--- src/rtl/core/sodw_pkg.sv ---
// shared constants, types and lookup functions for the divisor-sum block
package sodw_pkg;

	localparam int IN_W          = 32;
	localparam int SUM_W         = 35;
	localparam int OUT_DATA_W    = ((2 * SUM_W + 7) / 8) * 8;
	localparam int DEF_NUM_WIDTH = 32;

	// first wheel candidate after the leading primes
	localparam logic [3:0] WHEEL_START = 4'd7;
	// index of the last leading prime
	localparam logic [1:0] LAST_PRIME_IDX = 2'd2;

	typedef enum logic [2:0] {
		ST_IDLE,
		ST_DIV_GO,
		ST_DIV_WAIT,
		ST_MUL_GO,
		ST_MUL_WAIT,
		ST_FOLD,
		ST_DONE
	} sodw_state_t;

	typedef enum logic [1:0] {
		MUL_TOTAL,
		MUL_PROD,
		MUL_FINAL
	} sodw_mul_op_t;

	function automatic logic [3:0] first_prime(input logic [1:0] idx);
		logic [3:0] p;
		unique case (idx)
			2'd0:    p = 4'd2;
			2'd1:    p = 4'd3;
			default: p = 4'd5;
		endcase
		return p;
	endfunction

	function automatic logic [3:0] wheel_gap(input logic [2:0] idx);
		logic [3:0] g;
		unique case (idx)
			3'd0:    g = 4'd4;
			3'd1:    g = 4'd2;
			3'd2:    g = 4'd4;
			3'd3:    g = 4'd2;
			3'd4:    g = 4'd4;
			3'd5:    g = 4'd6;
			3'd6:    g = 4'd2;
			default: g = 4'd6;
		endcase
		return g;
	endfunction

endpackage

--- src/rtl/core/sodw_div.sv ---
// bit-serial restoring divider, one quotient bit per cycle
module sodw_div #(
	parameter int W = 32
) (
	input  logic         clk,
	input  logic         arst_n,
	input  logic         start,
	input  logic [W-1:0] dividend,
	input  logic [W-1:0] divisor,
	output logic         done,
	output logic [W-1:0] quot,
	output logic [W-1:0] rmd
);
	import sodw_pkg::*;

	localparam int CW = $clog2(W);

	logic [W-1:0]  acc_q;
	logic [W-1:0]  quot_q;
	logic [W-1:0]  dvs_q;
	logic [CW-1:0] cnt_q;
	logic          busy_q;
	logic          done_q;
	logic [W:0]    trial;
	logic          fits;

	// shifted partial remainder minus divisor; no borrow means the bit is one
	assign trial = {acc_q, quot_q[W-1]} - {1'b0, dvs_q};
	assign fits  = ~trial[W];

	always_ff @(posedge clk or negedge arst_n) begin
		if (!arst_n) begin
			busy_q <= 1'b0;
			done_q <= 1'b0;
			cnt_q  <= '0;
		end else begin
			done_q <= 1'b0;
			if (start) begin
				busy_q <= 1'b1;
				cnt_q  <= '0;
			end else if (busy_q) begin
				cnt_q <= cnt_q + 1'b1;
				if (cnt_q == CW'(W - 1)) begin
					busy_q <= 1'b0;
					done_q <= 1'b1;
				end
			end
		end
	end

	always_ff @(posedge clk) begin
		if (start) begin
			acc_q  <= '0;
			quot_q <= dividend;
			dvs_q  <= divisor;
		end else if (busy_q) begin
			acc_q  <= fits ? trial[W-1:0] : {acc_q[W-2:0], quot_q[W-1]};
			quot_q <= {quot_q[W-2:0], fits};
		end
	end

	assign done = done_q;
	assign quot = quot_q;
	assign rmd  = acc_q;

endmodule

--- src/rtl/core/sodw_mul.sv ---
// bit-serial shift-and-add multiplier, product kept modulo 2^W
module sodw_mul #(
	parameter int W = 35
) (
	input  logic         clk,
	input  logic         arst_n,
	input  logic         start,
	input  logic [W-1:0] op_a,
	input  logic [W-1:0] op_b,
	output logic         done,
	output logic [W-1:0] prod
);
	import sodw_pkg::*;

	localparam int CW = $clog2(W);

	logic [W-1:0]  a_q;
	logic [W-1:0]  b_q;
	logic [W-1:0]  acc_q;
	logic [CW-1:0] cnt_q;
	logic          busy_q;
	logic          done_q;

	always_ff @(posedge clk or negedge arst_n) begin
		if (!arst_n) begin
			busy_q <= 1'b0;
			done_q <= 1'b0;
			cnt_q  <= '0;
		end else begin
			done_q <= 1'b0;
			if (start) begin
				busy_q <= 1'b1;
				cnt_q  <= '0;
			end else if (busy_q) begin
				cnt_q <= cnt_q + 1'b1;
				if (cnt_q == CW'(W - 1)) begin
					busy_q <= 1'b0;
					done_q <= 1'b1;
				end
			end
		end
	end

	always_ff @(posedge clk) begin
		if (start) begin
			a_q   <= op_a;
			b_q   <= op_b;
			acc_q <= '0;
		end else if (busy_q) begin
			if (b_q[0]) begin
				acc_q <= acc_q + a_q;
			end
			a_q <= {a_q[W-2:0], 1'b0};
			b_q <= {1'b0, b_q[W-1:1]};
		end
	end

	assign done = done_q;
	assign prod = acc_q;

endmodule

--- src/rtl/core/sum_of_divisors_wheel.sv ---
// top level: sigma(n) and proper divisor sum by wheel trial division
// One item at a time. n is stripped of the primes 2, 3 and 5 and then of the
// candidates of a mod-30 wheel from 7, stopping once the candidate exceeds the
// quotient (k*k > cofactor); a cofactor above one left at that point is a prime
// and folds in as (1+p). Every trial takes one pass of the bit-serial divider
// (NUM_WIDTH capped at 32); each prime factor found adds one divide plus one
// serial multiply per power, the last of them closing the prime into the running
// product, and a prime cofactor left at the end adds one more multiply. The
// trials number about 4/15 of the larger of the second largest prime factor and
// the square root of the largest. n equal to zero goes straight to the done
// state with both sums zero. The result sits in an output register, so a new
// number is taken as soon as the previous result has been loaded there.
module sum_of_divisors_wheel #(
	parameter int NUM_WIDTH = sodw_pkg::DEF_NUM_WIDTH
) (
	input  logic                            clk,
	input  logic                            arst_n,
	input  logic                            s_axis_tvalid,
	output logic                            s_axis_tready,
	// [31:0] number_in
	input  logic [sodw_pkg::IN_W-1:0]       s_axis_tdata,
	output logic                            m_axis_tvalid,
	input  logic                            m_axis_tready,
	// [34:0] divisor_sum, [69:35] proper_divisor_sum, [71:70] zero
	output logic [sodw_pkg::OUT_DATA_W-1:0] m_axis_tdata
);
	import sodw_pkg::*;

	// only the low NUM_WIDTH bits of the input field take part
	localparam int N_W = (NUM_WIDTH < IN_W) ? NUM_WIDTH : IN_W;
	localparam int PAD_W = OUT_DATA_W - 2 * SUM_W;

	sodw_state_t  state_q, state_n;
	sodw_mul_op_t mul_op_q;

	// working registers of the current item
	logic [N_W-1:0]   n_q;        // the input value, kept for sigma - n
	logic [N_W-1:0]   rem_q;      // shrinking cofactor
	logic [N_W-1:0]   k_q;        // current trial divisor
	logic [1:0]       pidx_q;     // which leading prime
	logic [2:0]       gidx_q;     // wheel gap position
	logic             wheel_q;    // past the leading primes
	logic             strip_q;    // at least one factor of k taken out
	logic [SUM_W-1:0] total_q;    // 1 + k + ... + k^e so far
	logic [SUM_W-1:0] prod_q;     // running sigma

	logic [SUM_W-1:0] sum_q;
	logic [SUM_W-1:0] proper_q;
	logic             m_valid_q;

	logic [N_W-1:0]   n_in;
	logic             in_xfer;
	logic             out_load;
	logic             div_start;
	logic             div_done;
	logic [N_W-1:0]   div_quot;
	logic [N_W-1:0]   div_rmd;
	logic             mul_start;
	logic             mul_done;
	logic [SUM_W-1:0] mul_a;
	logic [SUM_W-1:0] mul_b;
	logic [SUM_W-1:0] mul_prod;
	logic             rmd_zero;
	logic             past_root;

	// next candidate divisor
	logic [N_W-1:0]   k_adv;
	logic [1:0]       pidx_adv;
	logic [2:0]       gidx_adv;
	logic             wheel_adv;

	assign n_in      = s_axis_tdata[N_W-1:0];
	assign in_xfer   = s_axis_tvalid & s_axis_tready;
	assign rmd_zero  = (div_rmd == '0);
	// k > rem / k is the same test as k*k > rem
	assign past_root = wheel_q & (k_q > div_quot);

	sodw_div #(
		.W (N_W)
	) u_div (
		.clk      (clk),
		.arst_n   (arst_n),
		.start    (div_start),
		.dividend (rem_q),
		.divisor  (k_q),
		.done     (div_done),
		.quot     (div_quot),
		.rmd      (div_rmd)
	);

	sodw_mul #(
		.W (SUM_W)
	) u_mul (
		.clk    (clk),
		.arst_n (arst_n),
		.start  (mul_start),
		.op_a   (mul_a),
		.op_b   (mul_b),
		.done   (mul_done),
		.prod   (mul_prod)
	);

	// multiplier operands: total*k+1 while stripping, prod*total when a prime
	// closes, prod*(rem+1) for the last prime cofactor
	always_comb begin
		mul_a = prod_q;
		mul_b = {{(SUM_W - N_W){1'b0}}, rem_q} + 1'b1;
		unique case (mul_op_q)
			MUL_TOTAL: begin
				mul_a = total_q;
				mul_b = {{(SUM_W - N_W){1'b0}}, k_q};
			end
			MUL_PROD: begin
				mul_b = total_q;
			end
			MUL_FINAL: begin
				mul_b = {{(SUM_W - N_W){1'b0}}, rem_q} + 1'b1;
			end
			default: begin
				mul_b = {{(SUM_W - N_W){1'b0}}, rem_q} + 1'b1;
			end
		endcase
	end

	// step to the next candidate: 2, 3, 5, then 7 and the wheel gaps
	always_comb begin
		k_adv     = k_q;
		pidx_adv  = pidx_q;
		gidx_adv  = gidx_q;
		wheel_adv = wheel_q;
		if (!wheel_q) begin
			if (pidx_q == LAST_PRIME_IDX) begin
				k_adv     = {{(N_W - 4){1'b0}}, WHEEL_START};
				gidx_adv  = '0;
				wheel_adv = 1'b1;
			end else begin
				pidx_adv = pidx_q + 2'd1;
				k_adv    = {{(N_W - 4){1'b0}}, first_prime(pidx_q + 2'd1)};
			end
		end else begin
			k_adv    = k_q + {{(N_W - 4){1'b0}}, wheel_gap(gidx_q)};
			gidx_adv = gidx_q + 3'd1;
		end
	end

	// next state
	always_comb begin
		state_n = state_q;
		unique case (state_q)
			ST_IDLE: begin
				if (s_axis_tvalid) begin
					state_n = (n_in == '0) ? ST_DONE : ST_DIV_GO;
				end
			end
			ST_DIV_GO: state_n = ST_DIV_WAIT;
			ST_DIV_WAIT: begin
				if (div_done) begin
					if (strip_q) begin
						state_n = ST_MUL_GO;
					end else if (past_root) begin
						state_n = ST_FOLD;
					end else begin
						state_n = ST_DIV_GO;
					end
				end
			end
			ST_MUL_GO: state_n = ST_MUL_WAIT;
			ST_MUL_WAIT: begin
				if (mul_done) begin
					state_n = (mul_op_q == MUL_FINAL) ? ST_DONE : ST_DIV_GO;
				end
			end
			ST_FOLD: state_n = (rem_q > {{(N_W - 1){1'b0}}, 1'b1}) ? ST_MUL_GO : ST_DONE;
			ST_DONE: begin
				if (out_load) begin
					state_n = ST_IDLE;
				end
			end
			default: state_n = ST_IDLE;
		endcase
	end

	// control outputs of the sequencer
	always_comb begin
		s_axis_tready = (state_q == ST_IDLE);
		div_start     = (state_q == ST_DIV_GO);
		mul_start     = (state_q == ST_MUL_GO);
		out_load      = (state_q == ST_DONE) & (~m_valid_q | m_axis_tready);
	end

	always_ff @(posedge clk or negedge arst_n) begin
		if (!arst_n) begin
			state_q   <= ST_IDLE;
			m_valid_q <= 1'b0;
		end else begin
			state_q <= state_n;
			if (out_load) begin
				m_valid_q <= 1'b1;
			end else if (m_axis_tready) begin
				m_valid_q <= 1'b0;
			end
		end
	end

	// working registers of the factorisation
	always_ff @(posedge clk) begin
		unique case (state_q)
			ST_IDLE: begin
				if (in_xfer) begin
					n_q     <= n_in;
					rem_q   <= n_in;
					k_q     <= {{(N_W - 4){1'b0}}, first_prime(2'd0)};
					pidx_q  <= '0;
					gidx_q  <= '0;
					wheel_q <= 1'b0;
					strip_q <= 1'b0;
					// zero input gives sigma zero
					prod_q  <= (n_in == '0) ? '0 : {{(SUM_W - 1){1'b0}}, 1'b1};
				end
			end
			ST_DIV_WAIT: begin
				if (div_done) begin
					if (strip_q) begin
						if (rmd_zero) begin
							rem_q    <= div_quot;
							mul_op_q <= MUL_TOTAL;
						end else begin
							mul_op_q <= MUL_PROD;
						end
					end else if (!past_root) begin
						if (rmd_zero) begin
							// first factor of k: total is 1 + k
							rem_q   <= div_quot;
							strip_q <= 1'b1;
							total_q <= {{(SUM_W - N_W){1'b0}}, k_q} + 1'b1;
						end else begin
							k_q     <= k_adv;
							pidx_q  <= pidx_adv;
							gidx_q  <= gidx_adv;
							wheel_q <= wheel_adv;
						end
					end
				end
			end
			ST_MUL_WAIT: begin
				if (mul_done) begin
					unique case (mul_op_q)
						MUL_TOTAL: begin
							total_q <= mul_prod + 1'b1;
						end
						MUL_PROD: begin
							prod_q  <= mul_prod;
							strip_q <= 1'b0;
							k_q     <= k_adv;
							pidx_q  <= pidx_adv;
							gidx_q  <= gidx_adv;
							wheel_q <= wheel_adv;
						end
						default: begin
							prod_q <= mul_prod;
						end
					endcase
				end
			end
			ST_FOLD: begin
				mul_op_q <= MUL_FINAL;
			end
			default: begin
			end
		endcase
	end

	// output register, parts the sequencer from the result side
	always_ff @(posedge clk) begin
		if (out_load) begin
			sum_q    <= prod_q;
			proper_q <= prod_q - {{(SUM_W - N_W){1'b0}}, n_q};
		end
	end

	assign m_axis_tvalid = m_valid_q;
	assign m_axis_tdata  = {{PAD_W{1'b0}}, proper_q, sum_q};

`ifndef SYNTHESIS
	// the divider only finishes in its wait state
	a_div_launch: assert property (@(posedge clk) disable iff (!arst_n)
		div_done |-> (state_q == ST_DIV_WAIT))
		else $error("divider finished outside its wait state");

	// the multiplier only finishes in its wait state
	a_mul_launch: assert property (@(posedge clk) disable iff (!arst_n)
		mul_done |-> (state_q == ST_MUL_WAIT))
		else $error("multiplier finished outside its wait state");

	// a zero input goes straight to the result
	a_zero_fast: assert property (@(posedge clk) disable iff (!arst_n)
		(in_xfer && (n_in == '0)) |=> ((state_q == ST_DONE) && (prod_q == '0)))
		else $error("zero input did not finish at once");

	// the result register is not reloaded while a result is held unaccepted
	a_out_slot: assert property (@(posedge clk) disable iff (!arst_n)
		(m_valid_q && !m_axis_tready) |=> !$past(out_load))
		else $error("result register overwritten while held");
`endif

endmodule
--- config.mk ---
export PLATFORM = sky130hd
export DESIGN_NAME = sum_of_divisors_wheel
export DESIGN_NICKNAME = d
export VERILOG_FILES = /design/src/rtl/core/sodw_pkg.sv /design/src/rtl/core/sodw_div.sv /design/src/rtl/core/sodw_mul.sv /design/src/rtl/core/sum_of_divisors_wheel.sv
export SDC_FILE = /design/constraint.sdc
export NUM_CORES = 1
export LEC_CHECK = 0
export ABC_CLOCK_PERIOD_IN_PS = 7400
export BUFFER_PORTS_ARGS = -buffer_cell sky130_fd_sc_hd__buf_2
export CAP_MARGIN = 20
export CORE_MARGIN = 2
export CORE_UTILIZATION = 50
export DETAILED_ROUTE_END_ITERATION = 16
export GPL_TIMING_DRIVEN = 0
export PLACE_DENSITY = 0.78
export SLEW_MARGIN = 20
export SYNTH_ARGS = -nofsm -noshare
export SYNTH_HDL_FRONTEND = slang
export SYNTH_SLANG_ARGS = --single-unit
--- constraint.sdc ---
create_clock -name clk -period 7.4 [get_ports clk]
set_input_delay 0.37 -clock clk [delete_from_list [all_inputs] [get_ports clk]]
set_output_delay 0.37 -clock clk [all_outputs]
set_load 0.02 [all_outputs]
# [Word-level counts from Yosys, hierarchy flattened]
# Cells that the tools add are included.
[word_totals] regBits=465 latch_bits=0 mem_bits_rw=0 mem_bits_ro=0 input_bits=36 out_inout_bits=74 word_cells=210 mem_count=0
[classes] addsub=11 multipliers=0 n_div=0 magnitude_cmp=2 eq_ne=31 shift=0 n_mux=109 bitwise=6 reduce_logical=25
[ops] operator="$mux W32" count=16
[ops] operator="$mux W35" count=14
[ops] operator="$pmux W35 S2" count=3
[ops] operator="$pmux W32 S3" count=1
[ops] operator="$add A32 B1 Y33 const B" count=2
[ops] operator="$logic_not A32 Y1" count=2
[ops] operator="$pmux W32 S2" count=1
[ops] operator="$mux W3" count=19
[ops] operator="$add A35 B1 Y35 const B" count=1
[ops] operator="$add A35 B35 Y35" count=1
[ops] operator="$sub A35 B32 Y35" count=1
[ops] operator="$sub A33 B32 Y33" count=1
[ops] operator="$add A32 B4 Y32" count=1
[ops] operator="$gt A32 B1 Y1 const B" count=1
[ops] operator="$gt A32 B32 Y1" count=1
[ops] operator="$mux W1" count=31
[ops] operator="$mux W2" count=11
[ops] operator="$pmux W3 S7" count=1
[ops] operator="$ne A2 B2 Y1 const B" count=9
[ops] operator="$eq A3 B3 Y1 const B" count=5
[ops] operator="$reduce_bool A2 Y1" count=7
[ops] operator="$eq A3 B2 Y1 const B" count=4
[ops] operator="$mux W6" count=2
[ops] operator="$pmux W3 S2" count=2
[ops] operator="30 further kinds" count=47

# [Logic depth before layout (Yosys ltp)]
# Gate-level depths: netlist of the first run.
[depth] word_depth=11 depth_mapped=14 ltp_nobuf=13

# [Modules after synthesis]
# From an unflattened synthesis of the first run, not the netlist that was laid out.
[hier_totals] hier_cells=2683 hier_area_um2=27949.3
[modules_own_cells] module="sum_of_divisors_wheel" instances=1 cells_per_inst=1542 area_each_um2=15607.5 seq_area_each_um2=7457.2
[modules_own_cells] module="sodw_mul" instances=1 cells_per_inst=592 area_each_um2=6476.2 seq_area_each_um2=3002.9
[modules_own_cells] module="sodw_div" instances=1 cells_per_inst=549 area_each_um2=5865.6 seq_area_each_um2=2737.6

# [Worst setup path before layout of the first run]
# OpenSTA, ideal clock, no wires.
[synth_path] path_type="register to register" from="reg k_q[16]" to="reg gidx_q[0], enable pin" setup_time_ns=0.486 t_arrival_ns=4.675 required_ns=6.914 setup_slack_ns=2.239 path_stages_with_launch=11 path_buffers=0 synth_period_minus_slack_ns=5.161 path_cell_list="edfxtp_1 > ha_1 > a21o_1 > a21o_1 > a21o_1 > a21o_1 > a21oi_1 > o21ai_0 > a21o_1 > o211a_1 > o21ai_0"
[synth_between] elab_chain_cells=4
[synth_lines] item="start, declared" line="sum_of_divisors_wheel.sv:39" rtl="logic [N_W-1:0] k_q;"
[synth_lines] item="start signal, assigned" line="sum_of_divisors_wheel.sv:212" rtl="k_q <= {{(N_W - 4){1'b0}}, first_prime(2'd0)};"
[synth_lines] item="start signal, assigned" line="sum_of_divisors_wheel.sv:237" rtl="k_q <= k_adv;"
[synth_lines] item="start signal, assigned" line="sum_of_divisors_wheel.sv:254" rtl="k_q <= k_adv;"
[synth_lines] item="$gt A32 B32 Y1" line="sum_of_divisors_wheel.sv:76" rtl="assign past_root = wheel_q & (k_q > div_quot);"
[synth_lines] item="$and A1 B1 Y1" line="sum_of_divisors_wheel.sv:76"
[synth_lines] item="$ne A2 B2 Y1 (no source line)"
[synth_lines] item="$reduce_and A8 Y1 (no source line)"
[synth_lines] item="end signal, assigned" line="sum_of_divisors_wheel.sv:239" rtl="gidx_q <= gidx_adv;"
[synth_lines] item="end signal, assigned" line="sum_of_divisors_wheel.sv:256" rtl="gidx_q <= gidx_adv;"
[synth_lines] item="end, declared" line="sum_of_divisors_wheel.sv:41" rtl="logic [2:0] gidx_q;"
# Every way passes these cells.
# A chain may end at the register's enable or synchronous reset.

# [Worst setup path after layout of the first run]
[layout_path] from="reg prod_q[0]" to="reg proper_q[32] (data pin)"
[layout_between] elab_chain_cells=1
[layout_lines] item="start, declared" line="sum_of_divisors_wheel.sv:45" rtl="logic [SUM_W-1:0] prod_q;"
[layout_lines] item="start signal, assigned" line="sum_of_divisors_wheel.sv:218" rtl="prod_q <= (n_in == '0) ? '0 : {{(SUM_W - 1){1'b0}}, 1'b1};"
[layout_lines] item="start signal, assigned" line="sum_of_divisors_wheel.sv:252" rtl="prod_q <= mul_prod;"
[layout_lines] item="start signal, assigned" line="sum_of_divisors_wheel.sv:260" rtl="prod_q <= mul_prod;"
[layout_lines] item="$sub A35 B32 Y35" line="sum_of_divisors_wheel.sv:277" rtl="proper_q <= prod_q - {{(SUM_W - N_W){1'b0}}, n_q};"
[layout_lines] item="end signal, assigned" line="sum_of_divisors_wheel.sv:277"
[layout_lines] item="end, declared" line="sum_of_divisors_wheel.sv:48" rtl="logic [SUM_W-1:0] proper_q;"
# Every way passes these cells.

==> impl_results.md, run 1 <==
* Deepest clock path buffer count at 3
* Via count of the first global-routing pass at 21800
* Register area share after synthesis at 0.485
* R2R Setup Slk at 3470 ps
* Total negative setup slack at 0 ps
* Crit path time final at 3930 ps
* Clock-pin slew of the registers on the worst-case setup and hold paths at 60 ps
* FMAX at 255 MHz
* Async set-reset flop share out of synthesis at 0.0409
* Arrival time worst endpoint at 4360 ps
* Clock skew after layout at 35.7 ps
* Area growth from synthesis to final layout at 12.8%
* Largest vdd supply drop at 0.194 mV
* Initial drt markers at 2834
* Setup repair after global routing missed its margin: false
* Finished layout cell area at 30700 µm²
* Most area-consuming cells after synthesis: edfxtp_1 (42%), ha_1 (6.9%), dfxtp_1 (4.9%)
* Routed wire length at 84500 µm
* Cell count after placement at 3589
* Initial Util at 0.506
* Total power of the final layout at 15.1 mW
* Destination of the worst hold path: n_q[12]$_DFFE_PP_
* CTS H-tree depth at 2
* Tightest hold margin at 28.0 ps
* Least-Margin Pin Slew at 1140 ps
* MaxCap Viol Count at 0
* Min-Delay Startpoint: s_axis_tdata[12]
* Top FF cell, synth: edfxtp_1
* Boundary Pins at 110
* Register bit total from synthesis at 465
* Leak at 12.4 nW
* Finish-stage setup viols at 0
* Final Hold Violating Endpoints at 0
* Total via count in the routed design at 22900
* Worst hold path stage count at 1
* Share of cells above drive strength 1 at 0.0768
* Critical register-to-register path endpoint: proper_q[32]$_DFFE_PP_
* Number of detailed-route iterations in the first pass at 7
* Worst setup slack after layout at 3470 ps
* Power density relative to cell area at 492 nW/µm²
* Clk_lat worst skew at 620 ps
* Kind of start point of the critical path: flip-flop
* GRT Util Overall at 0.295
* Antenna violations before repair at 0
* Cell accounting for the most synthesized area: edfxtp_1
* Number of sinks on the clock net at 465
* Pin count of the biggest net entering global routing at 38
* Netlist area before placement at 27200 µm²
* Number of flops mapped to enable cells by yosys at 379
* Number of cell instances on the worst register-to-register path at 12
* Area share of the largest cell type after synthesis at 0.418
* Number of nets with antenna violations after detailed routing at 0
* Root buffer cell: clkbuf_16
* Relative slew slack at 0.236
* Final Non-Filler Cells at 3694
* Type of the worst min-delay path: in2reg
* Die ar. at 56300 µm²
* Final weighted congestion in routability-driven placement at 1.00
* Die outline height at 237 µm
* Via/cell ratio at 6.21
* Remaining DRCs at 0
* Detailed placer's ending HPWL at 64300 µm
* Critical-path maximum fanout at 5
* Core Rows at 85
* Worst r2r src: prod_q[0]$_DFFE_PP_
* Result of the run: complete, no violations
* Die extent in x at 237 µm
* Pre-CTS WS at 3500 ps
* Synth top cells by count: edfxtp_1 (379), nand2_1 (329), o21ai_0 (227)
* Core Footprint at 53800 µm²
* GR Overflow Total at 0
* Most repeated cell in the gate-level netlist after synthesis: edfxtp_1
* Global-route wire length before repair at 128000 µm
* Final critical-path share of the clock period at 0.531
* CTS-repair resized insts at 0
* Yosys warning total at 0
* Total CTS buffers at 49
* Average detailed-routed wire length per instance at 22.9 µm
* Net count of the finished layout at 3146
* Average cell area after synthesis at 9.81 µm²
* Number of different library cells in the post-synthesis netlist at 77
* Gate Count Post-Synth at 2776
* Cell area reported after detailed placement at 28900 µm²
* Data required time at the worst endpoint at 7830 ps
* Category of the most critical setup path: reg2reg
* Input/output buffers at 107
* Total count of max-transition violations in the final report at 0
* TritonCTS clock tree: yes
* Endpoint kind of the worst setup timing path: flip-flop
* Core utilization of the finished layout at 0.571
-- routing by layer --
layer,part of all wire,wire length [µm],track usage,vias to the layer above
met5,0,0,0,-
met4,0.049,4160,0.140,0
met3,0.11,9160,0.0537,238
met2,0.44,37300,0.458,1318
met1,0.40,33900,0.402,11000
li1,-,-,-,10400
-- where the power goes --
part | leakage [nW] | internal (mW) | total (mW) | switching (mW)
Combinational | 7.09 | 2.86 | 7.35 | 4.49
Clock | 0.815 | 1.52 | 2.61 | 1.09
Sequential | 4.51 | 4.16 | 5.16 | 0.998
-- worst max path at each step --
stage,to,slack (ps),cells after the start,startpoint
floorplan,gidx_q[0]$_SDFFCE_PN0P_,2240,10,k_q[16]$_SDFFCE_PN0P_
global placement,k_q[11]$_SDFFCE_PN0P_,590,10,k_q[1]$_SDFFCE_PN1P_
detailed placement,proper_q[32]$_DFFE_PP_,3500,12,prod_q[0]$_DFFE_PP_
CTS,proper_q[32]$_DFFE_PP_,3480,12,prod_q[0]$_DFFE_PP_
global route,proper_q[32]$_DFFE_PP_,3180,12,prod_q[0]$_DFFE_PP_
finish,proper_q[32]$_DFFE_PP_,3470,12,prod_q[0]$_DFFE_PP_
-- cell type report --
class,count,area [µm²]
fill,4549,23100
sequential,465,13200
multi-input combinational,2038,13000
clock buffer,63,1330
tap,696,871
timing repair buffer,128,866
inverter,141,529
buffer,133,528
clock inverter,27,338
antenna,3,7.51
-- state kept, by name, summed over array words and instances, names as in the netlist, 35 cells and up --
| signal | cells |
|---|---|
| prod_q | 35 |
| proper_q | 35 |
| sum_q | 35 |
| total_q | 35 |
| u_mul.a_q | 35 |
| u_mul.b_q | 35 |
| u_mul.prod | 35 |
-- logic make-up after synthesis --
kind of cell,Yosys count,share of synthesized area
buffers and inverters,274,0.0388
muxes,97,0.0357
and+or+nand+nor,920,0.159
adders and majority gates,154,0.0719
DFF,465,0.485
other,1,0.000138
AOI/OAI and AO/OA,670,0.147
xor gates and xnor gates,195,0.0627
-- placed cells by master, fill, tap and decap left out, drive strengths merged, types with 37 or more instances in the layout --
| cell | instances |
|---|---|
| buf | 136 |
| and2 | 41 |
| xor2 | 87 |
| edfxtp | 379 |
| ha | 150 |
| clkbuf | 176 |
| nand2 | 329 |
| nand4 | 46 |
| and3 | 37 |
| nor3 | 42 |
| dfxtp | 67 |
| mux2i | 97 |
| xnor2 | 108 |
| inv | 146 |
| a21o | 66 |
| o21ai | 250 |
| nand3 | 78 |
| a21oi | 200 |
| nor2 | 213 |
-- worst max-delay path: stages, from the launching register on --
cell and delay [ps]:
edfxtp_1 600, inv_1 80, ha_1 220, fa_1 410, nor2b_1 220, o2111ai_1 200
a311o_1 440, nand3_1 160, a41oi_1 230, a31oi_1 380, o21ai_1 250, and4b_1 270
nor4_1 270
-- what timing repair did --
action / 4_1_cts / 5_1_grt
buffers inserted: 0 / 0
endpoints found under the hold margin: 30 / 0
endpoints found under the setup margin: 0 / 0
hold buffers: 12 / 0
Power figures use the tool's default switching activity.
==> inputs of run 2 (changes only) <==
ABC_CLOCK_PERIOD_IN_PS = 4000   (was 7400)
clock period = 4 ns   (was 7.4 ns; I/O delays follow)
==> impl_results.md, run 2 (same netlist as run 1, synthesis figures left out) <==
* Result of the run: complete, no violations (unchanged)
* Clk_lat worst skew at 620 ps (about the same)
* Critical path's largest stage delay at 420 ps (was 600 ps)
* Endpoint kind of the worst setup timing path: flip-flop (unchanged)
* GR Overflow Total at 0 (unchanged)
* Clk pwr share at 0.173 (about the same)
* Die ar. at 56300 µm² (unchanged)
* Finish-stage setup viols at 0 (unchanged)
* Via count of the first global-routing pass at 21900 (was 21800)
* FMAX at 260 MHz (was 255 MHz)
* Final Non-Filler Cells at 3716 (was 3694)
* Number of nets with antenna violations after detailed routing at 0 (unchanged)
* Remaining DRCs at 0 (unchanged)
* Net load switching power at 12.3 mW (was 6.57 mW)
* Clock skew after layout at 33.5 ps (was 35.7 ps)
* Core Footprint at 53800 µm² (unchanged)
* List of cells traversed by the critical path: inv_1 > ha_1 > fa_1 > nand2b_1 > a21o_1 > a211oi_1 > o211ai_1 > a31oi_2 > nor2_1 > a311o_1 > buf_4 > buf_6 > mux2i_1 > a21oi_1 (was inv_1 > ha_1 > fa_1 > nor2b_1 > o2111ai_1 > a311o_1 > nand3_1 > a41oi_1 > a31oi_1 > o21ai_1 > and4b_1 > nor4_1)
* Number of buffers inserted to repair setup after CTS at 0 (unchanged)
* Via/cell ratio at 6.25 (was 6.21)
* Total inserted antenna cells at 0 (was 3)
* Power density relative to cell area at 908 nW/µm² (was 492 nW/µm²)
* Total count of max-transition violations in the final report at 0 (unchanged)
* Core utilization of the finished layout at 0.575 (was 0.571)
* Highest signal layer in the routed design: met4 (unchanged)
* Routed wire length at 85500 µm (was 84500 µm)
* Share of power burned in registers at 0.342 (was 0.341)
* Final Hold Violating Endpoints at 0 (unchanged)
* Setup repair after global routing missed its margin: false (unchanged)
* Final critical-path share of the clock period at 0.963 (was 0.531)
* Pin count of the biggest net entering global routing at 47 (was 38)
* Least-Margin Pin Slew at 969 ps (was 1140 ps)
* Data required time at the worst endpoint at 4480 ps (was 7830 ps)
* Most common cell after layout, fill and taps aside: edfxtp_1 (unchanged)
* Arrival time worst endpoint at 4330 ps (was 4360 ps)
* Number of sinks on the clock net at 465 (unchanged)
* Core Rows at 85 (unchanged)
* Area growth from synthesis to final layout at 13.7% (was 12.8%)
* Internal power at 15.8 mW (was 8.54 mW)
* Category of the most critical setup path: reg2reg (unchanged)
* Worst setup path startpoint: u_div.quot[31]$_DFFE_PP_ (was prod_q[0]$_DFFE_PP_)
* CTS H-tree depth at 2 (unchanged)
* Met3 wirelength from detailed routing at 9580 µm (was 9160 µm)
* Crit path time final at 3850 ps (was 3930 ps)
* Logic gate share of total power at 0.485 (was 0.486)
* Share of cells above drive strength 1 at 0.0752 (was 0.0768)
* Wire length on met1 at 33700 µm (was 33900 µm)
* Boundary Pins at 110 (unchanged)
* Cell area reported after detailed placement at 28900 µm² (about the same)
* Cell count after placement at 3589 (unchanged)
* Die extent in x at 237 µm (unchanged)
* GRT Util Overall at 0.297 (was 0.295)
* MaxCap Viol Count at 0 (unchanged)
* Average detailed-routed wire length per instance at 23.0 µm (was 22.9 µm)
* Finished layout cell area at 31000 µm² (was 30700 µm²)
* Antenna violations before repair at 1 (was 0)
* Input/output buffers at 107 (unchanged)
* Kind of start point of the critical path: flip-flop (unchanged)
* Type of the worst min-delay path: in2reg (unchanged)
* Net count of the finished layout at 3168 (was 3146)
* Leak at 12.5 nW (was 12.4 nW)
* Sw Ratio at 0.436 (was 0.435)
* Initial drt markers at 3068 (was 2834)
* Clock-pin slew of the registers on the worst-case setup and hold paths at 60 ps (about the same)
* Worst path slowest cell: fa_1 (was edfxtp_1)
* Min-Delay Startpoint: m_axis_tready (was s_axis_tdata[12])
* Filler cell count at 4484 (was 4549)
* Worst r2r src: u_div.quot[31]$_DFFE_PP_ (was prod_q[0]$_DFFE_PP_)
* Largest vdd supply drop at 0.431 mV (was 0.194 mV)
* Relative slew slack at 0.352 (was 0.236)
* Top library cells by usage in the layout, fill and taps aside: edfxtp_1 (379), nand2_1 (327), o21ai_0 (225) (unchanged)
* Total length of routed met2 wires at 38200 µm (was 37300 µm)
* Initial Util at 0.506 (unchanged)
* Root buffer cell: clkbuf_16 (unchanged)
* Global-route wire length before repair at 128000 µm (about the same)
* Detailed placer's ending HPWL at 64900 µm (was 64300 µm)
* TritonCTS clock tree: yes (unchanged)
* Total CTS buffers at 50 (was 49)
* Total via count in the routed design at 23200 (was 22900)
* Final weighted congestion in routability-driven placement at 1.05 (was 1.00)
* Number of detailed-route iterations in the first pass at 6 (was 7)
* Die outline height at 237 µm (unchanged)
* Deepest clock path buffer count at 3 (unchanged)
* Total negative setup slack at 0 ps (unchanged)
* Critical-path maximum fanout at 10 (was 5)
==> run 2: cell count changes in the layout (fill, tap and decap cells not counted), moves of 2 or more <==
cell,before,now
clkinvlp_4,3,0
clkinv_1,2,6
clkbuf_1,121,125
dlygate4sd3_1,12,33
clkbuf_16,49,51
inv_6,5,0
diode_2,3,0
clkinv_2,9,11
==> run 2: timing repair <==
item	4_1_cts	5_1_grt
resized for setup	0	1
endpoints found under the setup margin	0	5
hold endpoints to repair	78	0
hold buffers	33	0
==> run 2: metal layers <==
layer | GRT usage | up-vias
met4 | 0.129 | 0
met5 | 0 | -
met1 | 0.400 | 11200
met3 | 0.0635 | 231
met2 | 0.463 | 1384
li1 | - | 10400
==> run 2: stage by stage <==
stage | setup WS (ps) | hold WS (ps) | power, mW
after CTS | 212 | 34.2 | 27.7
after global routing | 44.6 | 49.9 | 29.7
after detailed placement | 270 | 247 | 22.8
after floorplan | -1.10 | -95.6 | 18.6
final | 147 | 33.3 | 28.1
after global placement | -1110 | 236 | 22.1
==> run 2: critical path: cells and delay by family, from the launching register on <==
kind            cells  cell delay, ps
compound gates      6            1700
fa+ha+maj           2             670
buf+inv             3             490
flops               1             330
mux                 1             170
simple gates        2             340
==> run 2: final timing paths <==
check | to | slack, ps | cells after the start
worst max register to register | u_div.rmd[18]$_SDFFE_PP0P_ | 150 | 14
max in group asynchronous | u_div.done$_DFF_PN0_ | 3490 | 2
worst min register to register | u_mul.b_q[33]$_DFFE_PP_ | 500 | 2
min in group asynchronous | u_mul.cnt_q[4]$_DFFE_PN0P_ | 120 | 2
worst max-delay path | u_div.rmd[18]$_SDFFE_PP0P_ | 150 | 14
worst min-delay path | m_axis_tvalid$_DFFE_PN0P_ | 30 | 3
==> run 2: layout make-up <==
| class | instances | area [µm²] | area share |
|---|---|---|---|
| flip-flops and latches | 465 | 13200 | 0.426 |
| multi-input cells | 2038 | 13000 | 0.421 |
| clock buffers | 69 | 1390 | 0.0450 |
| repair buffers | 149 | 1080 | 0.0350 |
| well taps | 696 | 871 | 0.0281 |
| inverters | 141 | 529 | 0.0171 |
| plain buffers | 133 | 528 | 0.0171 |
| clock inverters | 25 | 308 | 0.00994 |
==> run 2: power by group through the flow <==
| stage | sequential [mW] | combinational, mW | clock (mW) |
|---|---|---|---|
| 3_3_place_gp | 9.57 | 12.5 | 0 |
| 6_report | 9.61 | 13.6 | 4.86 |
| 2_1_floorplan | 8.79 | 9.82 | 0 |
| 5_1_grt | 9.70 | 15.0 | 5.06 |
| 4_1_cts | 9.48 | 13.3 | 4.86 |
| 3_5_place_dp | 9.56 | 13.2 | 0 |
